==> src/rtl/core/spq_pkg.sv <==
package spq_pkg;

  typedef enum logic [1:0] {
    ST_DONE  = 2'd0,
    ST_FULL  = 2'd1,
    ST_EMPTY = 2'd2
  } spq_status_e;

  localparam logic OP_ENQ = 1'b0;
  localparam logic OP_DEQ = 1'b1;

  typedef struct packed {
    logic               operation;
    logic signed [31:0] value;
    logic        [7:0]  priority_req;
  } spq_in_t;

  typedef struct packed {
    spq_status_e        status;
    logic signed [31:0] out_value;
    logic        [7:0]  out_priority;
    logic        [3:0]  occupancy;
  } spq_out_t;

  typedef struct packed {
    logic               valid;
    logic        [7:0]  prio;
    logic signed [31:0] value;
  } spq_entry_t;

  typedef struct packed {
    logic enq;
    logic deq;
  } spq_ctrl_t;

endpackage

==> src/rtl/core/spq_cell.sv <==
module spq_cell (
  input  logic               clk_i,
  input  logic               rst_ni,
  input  spq_pkg::spq_ctrl_t ctrl_i,
  input  logic               keep_prev_i,
  input  spq_pkg::spq_entry_t new_i,
  input  spq_pkg::spq_entry_t prev_i,
  input  spq_pkg::spq_entry_t next_i,
  output logic               keep_o,
  output spq_pkg::spq_entry_t entry_o
);
  import spq_pkg::*;

  logic               valid_q;
  logic        [7:0]  prio_q;
  logic signed [31:0] value_q;
  spq_entry_t         entry;
  spq_entry_t         entry_d;

  assign entry = {valid_q, prio_q, value_q};

  // entry stays where it is if it outranks or ties the incoming one
  assign keep_o = entry.valid && (entry.prio >= new_i.prio);

  always_comb begin
    entry_d = entry;
    if (ctrl_i.deq) begin
      entry_d = next_i;
    end else if (ctrl_i.enq && !keep_o) begin
      if (keep_prev_i) begin
        entry_d = new_i;
      end else begin
        entry_d = prev_i;
      end
    end
  end

  always_ff @(posedge clk_i or negedge rst_ni) begin
    if (!rst_ni) begin
      valid_q <= 1'b0;
    end else begin
      valid_q <= entry_d.valid;
    end
  end

  always_ff @(posedge clk_i) begin
    prio_q  <= entry_d.prio;
    value_q <= entry_d.value;
  end

  assign entry_o = entry;

endmodule

==> src/rtl/core/sorted_priority_queue_top.sv <==
// Bounded priority queue of DEPTH entries held in a row of cells sorted by
// descending priority, ties leaving in arrival order. Every operation
// (enqueue or dequeue) is one item in and exactly one result item out; all
// cells compare against the incoming priority and shift in parallel, so an
// item is taken every cycle and its result appears in the next cycle in the
// output register. The input stalls only while that register holds a result
// that the receiver is stalling. An enqueue into a full queue returns status
// full and a dequeue from an empty one returns status empty, both leaving
// the contents unchanged. occupancy reports the live count after the item.
module sorted_priority_queue_top #(
  parameter int DEPTH = 8
) (
  input  logic             clk_i,
  input  logic             rst_ni,
  input  logic             in_valid_i,
  output logic             in_stall_o,
  input  spq_pkg::spq_in_t in_data_i,
  output logic             out_valid_o,
  input  logic             out_stall_i,
  output spq_pkg::spq_out_t out_data_o
);
  import spq_pkg::*;

  localparam int CW = $clog2(DEPTH + 1);

  logic          in_accept;
  logic          is_deq;
  logic          full;
  logic          empty;
  spq_ctrl_t     ctrl;
  spq_entry_t    new_entry;
  spq_entry_t    cells   [DEPTH];
  logic          keep    [DEPTH];
  logic [DEPTH-1:0] valid_vec;
  logic [CW-1:0] cnt_q, cnt_d;
  logic          out_valid_q, out_valid_d;
  spq_out_t      out_q, out_d;

  assign in_stall_o = out_valid_q && out_stall_i;
  assign in_accept  = in_valid_i && !in_stall_o;
  assign is_deq     = (in_data_i.operation == OP_DEQ);
  assign full       = (cnt_q == CW'(DEPTH));
  assign empty      = (cnt_q == '0);

  assign ctrl.enq = in_accept && !is_deq && !full;
  assign ctrl.deq = in_accept && is_deq && !empty;

  assign new_entry.valid = 1'b1;
  assign new_entry.prio  = in_data_i.priority_req;
  assign new_entry.value = in_data_i.value;

  for (genvar i = 0; i < DEPTH; i++) begin : g_cell
    spq_entry_t prev_e;
    spq_entry_t next_e;
    logic       keep_prev;
    if (i == 0) begin : g_first
      assign prev_e    = new_entry;
      assign keep_prev = 1'b1;
    end else begin : g_mid
      assign prev_e    = cells[i-1];
      assign keep_prev = keep[i-1];
    end
    if (i == DEPTH - 1) begin : g_last
      assign next_e = '0;
    end else begin : g_inner
      assign next_e = cells[i+1];
    end
    spq_cell u_cell (
      .clk_i      (clk_i),
      .rst_ni     (rst_ni),
      .ctrl_i     (ctrl),
      .keep_prev_i(keep_prev),
      .new_i      (new_entry),
      .prev_i     (prev_e),
      .next_i     (next_e),
      .keep_o     (keep[i]),
      .entry_o    (cells[i])
    );
    assign valid_vec[i] = cells[i].valid;
  end

  always_comb begin
    cnt_d = cnt_q;
    if (ctrl.enq) begin
      cnt_d = cnt_q + CW'(1);
    end else if (ctrl.deq) begin
      cnt_d = cnt_q - CW'(1);
    end
  end

  always_comb begin
    out_valid_d = out_valid_q && out_stall_i;
    out_d       = out_q;
    if (in_accept) begin
      out_valid_d        = 1'b1;
      out_d.status       = ST_DONE;
      out_d.out_value    = '0;
      out_d.out_priority = '0;
      out_d.occupancy    = 4'(cnt_d);
      if (is_deq) begin
        if (empty) begin
          out_d.status = ST_EMPTY;
        end else begin
          out_d.out_value    = cells[0].value;
          out_d.out_priority = cells[0].prio;
        end
      end else if (full) begin
        out_d.status = ST_FULL;
      end
    end
  end

  always_ff @(posedge clk_i or negedge rst_ni) begin
    if (!rst_ni) begin
      cnt_q       <= '0;
      out_valid_q <= 1'b0;
    end else begin
      cnt_q       <= cnt_d;
      out_valid_q <= out_valid_d;
    end
  end

  always_ff @(posedge clk_i) begin
    out_q <= out_d;
  end

  assign out_valid_o = out_valid_q;
  assign out_data_o  = out_q;

  a_cnt_range: assert property (@(posedge clk_i) disable iff (!rst_ni)
    cnt_q <= CW'(DEPTH))
    else $error("live count above depth");

  a_cnt_matches_cells: assert property (@(posedge clk_i) disable iff (!rst_ni)
    $countones(valid_vec) == int'(cnt_q))
    else $error("live count disagrees with cell valid bits");

  a_empty_status: assert property (@(posedge clk_i) disable iff (!rst_ni)
    in_accept && is_deq && empty |=> out_q.status == ST_EMPTY)
    else $error("dequeue from empty queue not reported");

  a_full_holds: assert property (@(posedge clk_i) disable iff (!rst_ni)
    in_accept && !is_deq && full |=> $stable(valid_vec) && out_q.status == ST_FULL)
    else $error("rejected enqueue changed the queue");

  for (genvar j = 0; j < DEPTH - 1; j++) begin : g_chk
    a_sorted: assert property (@(posedge clk_i) disable iff (!rst_ni)
      cells[j+1].valid |-> cells[j].valid && (cells[j].prio >= cells[j+1].prio))
      else $error("cells out of order");
  end

endmodule

==> config.mk <==
export PLATFORM = sky130hd
export DESIGN_NAME = sorted_priority_queue_top
export DESIGN_NICKNAME = d
export VERILOG_FILES = /design/src/rtl/core/spq_pkg.sv /design/src/rtl/core/spq_cell.sv /design/src/rtl/core/sorted_priority_queue_top.sv
export SDC_FILE = /design/constraint.sdc
export NUM_CORES = 1
export LEC_CHECK = 0
export BUFFER_PORTS_ARGS = -buffer_cell sky130_fd_sc_hd__buf_4
export CELL_PAD_IN_SITES_DETAIL_PLACEMENT = 1
export CELL_PAD_IN_SITES_GLOBAL_PLACEMENT = 1
export CORE_MARGIN = 5
export CORE_UTILIZATION = 39
export DETAILED_ROUTE_END_ITERATION = 16
export MAX_ROUTING_LAYER = met4
export PLACE_DENSITY_LB_ADDON = 0.08
export RECOVER_POWER = 50
export SETUP_SLACK_MARGIN = 0.5
export SLEW_MARGIN = 20
export SYNTH_ARGS = -nofsm -noshare
export SYNTH_HDL_FRONTEND = slang
export SYNTH_HIERARCHICAL = 1
export SYNTH_SLANG_ARGS = --single-unit
==> constraint.sdc <==
create_clock -name clk_i -period 8.25 [get_ports clk_i]
set_input_delay 1.65 -clock clk_i [delete_from_list [all_inputs] [get_ports clk_i]]
set_output_delay 1.65 -clock clk_i [all_outputs]
set_load 0.05 [all_outputs]
==> flow_summary.json <==
{
  "critical_path_class": "primary input to flop",
  "drc": 0,
  "avgSynthCellArea_um2": 11.58,
  "cts_tree": "built",
  "final-setup-viol-count": 0,
  "detail-route-antenna-nets": 0,
  "ctsResizeCount": 0,
  "holdBufCountCts": 0,
  "post-route-period-util_pct": 74.86,
  "critPathMaxFanout": 41,
  "register_area_um2": 11320,
  "die-width_um": 240.7,
  "grt_setup_unrepaired": "false",
  "violations": "max-capacitance violations, max-slew violations",
  "vdd_drop_max_mv": 0.1361,
  "cp.arrival_ns": 6.56,
  "min-delay-start": "g_cell[7].u_cell/value_q[21]$_DFFE_PP_",
  "first_pass_iters": 5,
  "startpoint": "in_data_i[6]",
  "cp-end-kind": "flop",
  "fin_nets": 1989,
  "max-slew-margin-rel_pct": -178.4,
  "gp_congestion": 0.7430,
  "hold_class": "flop to flop",
  "first_global_vias": 14300,
  "netlist_area_um2": 20750,
  "yosysWarningCount": 6,
  "dp_hpwl_mm": 33.27,
  "skew_ns": 0.01311,
  "io_buffers": 92,
  "post_cts_buffers": 0,
  "power_density_nw_per_um2": 270.9,
  "hold_viol_final": 0,
  "fin_setup_tns_ns": 0,
  "wl_per_cell_um": 20.95,
  "drt-initial-drc-count": 848,
  "fill_cells": 5666,
  "totalWireLength_mm": 54.39,
  "multi_input_area_um2": 8637,
  "root_buffer": "clkbuf_16",
  "fin_crit_ns": 6.176,
  "synthToLayoutAreaGrowth_pct": 10.95,
  "pre_cts_slack_ns": 3.114,
  "p_leak_uw": 0.008464,
  "grt_overflow_total": 0,
  "required_ns": 8.64,
  "cts_max_level": 2,
  "status": "complete, but fails checks",
  "coreArea_um2": 52660,
  "initial_utilization_pct": 39.42,
  "grt.total_usage_pct": 19.26,
  "num_vias": 13610,
  "grt_pass1_wl_mm": 85.22,
  "viasPerCell": 5.242,
  "drive_above_1_share_pct": 7.757,
  "grt_antenna_before_repair": 0,
  "worst_slack_ns": 2.074,
  "num_rows": 84,
  "tightest_slew_ns": 4.176,
  "slew_violations": 365,
  "max_freq_mhz": 161.9,
  "rrSetupSlack_ns": 2.74,
  "cts_max_path_buffers": 3,
  "maxCapViolations": 8,
  "r2r-start": "cnt_q[1]$_DFF_PN0_",
  "synth_cells": 1793,
  "clk_pin_slew_ns": 0.06,
  "grt_start_max_net_pins": 248,
  "cts_buffers": 45,
  "cts_sinks": 379,
  "die_h_um": 240.7,
  "antenna_cells": 0,
  "io_pins": 93,
  "worstSkewPairLatency_ns": 0.57,
  "die-area_um2": 57930,
  "start_kind": "primary input"
}
area by class of cell:
type | count | share of cell area [%]
Clock buffer | 58 | 5.102
Clock inverter | 19 | 0.3803
Inverter | 76 | 1.239
Multi-Input combinational cell | 1261 | 37.51
Sequential cell | 379 | 49.14
Tap cell | 688 | 3.738
Timing Repair Buffer | 115 | 2.896
critical path, stage by stage:
cell and delay, ns:
buf_4 0.22, inv_1 0.07, ha_1 0.30, and3_1 0.22
a221o_1 0.22, a2bb2oi_1 0.12, inv_2 0.06, clkbuf_1 2.90
mux2i_1 0.43, o21ai_0 0.32
cells in the final DEF (no fill, tap or decap), types with 5 or more instances in the layout:
| cell type | instances |
|---|---|
| o21a_1 | 8 |
| o2111ai_1 | 8 |
| clkbuf_16 | 45 |
| o21ai_0 | 313 |
| a2111oi_4 | 8 |
| buf_4 | 53 |
| mux2i_1 | 329 |
| o21ai_1 | 8 |
| a21o_1 | 12 |
| nand2b_1 | 9 |
| a221o_1 | 8 |
| nor2b_1 | 9 |
| clkbuf_1 | 72 |
| ha_1 | 66 |
| o31ai_1 | 8 |
| edfxtp_1 | 366 |
| nand2_1 | 323 |
| dfrtp_1 | 13 |
| conb_1 | 51 |
| and2_0 | 29 |
| clkinv_1 | 13 |
| a31oi_1 | 9 |
| inv_1 | 71 |
| nand2b_4 | 8 |
| clkinv_2 | 5 |
| and2_1 | 13 |
worst paths after layout:
path / endpoint / cells past startpoint
max: g_cell[2].u_cell/prio_q[5]$_DFFE_PP_ / 10
min: g_cell[6].u_cell/value_q[21]$_DFFE_PP_ / 2
max reg2reg: g_cell[1].u_cell/value_q[11]$_DFFE_PP_ / 9
min reg2reg: g_cell[6].u_cell/value_q[21]$_DFFE_PP_ / 2
max in group asynchronous: g_cell[7].u_cell/valid_q$_DFFE_PN0P_ / 1
min in group asynchronous: out_valid_o$_DFF_PN0_ / 1
flip-flops by register name, indices dropped and copies added, names as in the netlist:
name and count:
g_cell.u_cell/value_q 256, g_cell.u_cell/prio_q 64, out_data_o 46, g_cell.u_cell/valid_q 8
cnt_q 4, out_valid_o 1
where the power goes:
group	total (uW)	internal [uW]	switching [uW]	leakage, uW
Sequential	2760	2580	187	0.00361
Clock	1780	996	781	0.000617
Combinational	1700	682	1020	0.00424
metal layers:
metal  vias up  wire, um  share of wire (%)  global-route usage (%)
li1       6632         -                  -                       -
met1      6731     26310                 48                   26.88
met2       198     25410                 47                   30.66
met3        48      1936                3.6                   2.365
met4         0       743                1.4                   3.920
met5         -         0                  0                       -
metrics by stage:
stage                     hold WS, ns  utilization [%]  power [uW]  cells  cell area [um^2]
after CTS                      0.5328            44.27        6323   2596             23310
after global routing           0.5433            43.73        6602   2596             23030
final                          0.5283            43.73        6239   2596             23030
after global placement         0.5037            41.87        4452   2519             22050
after floorplan                0.5000                -        4019   1842             20940
after detailed placement       0.5168            41.87        4505   2519             22050
Note: power is estimated with default switching activity, not from simulation.
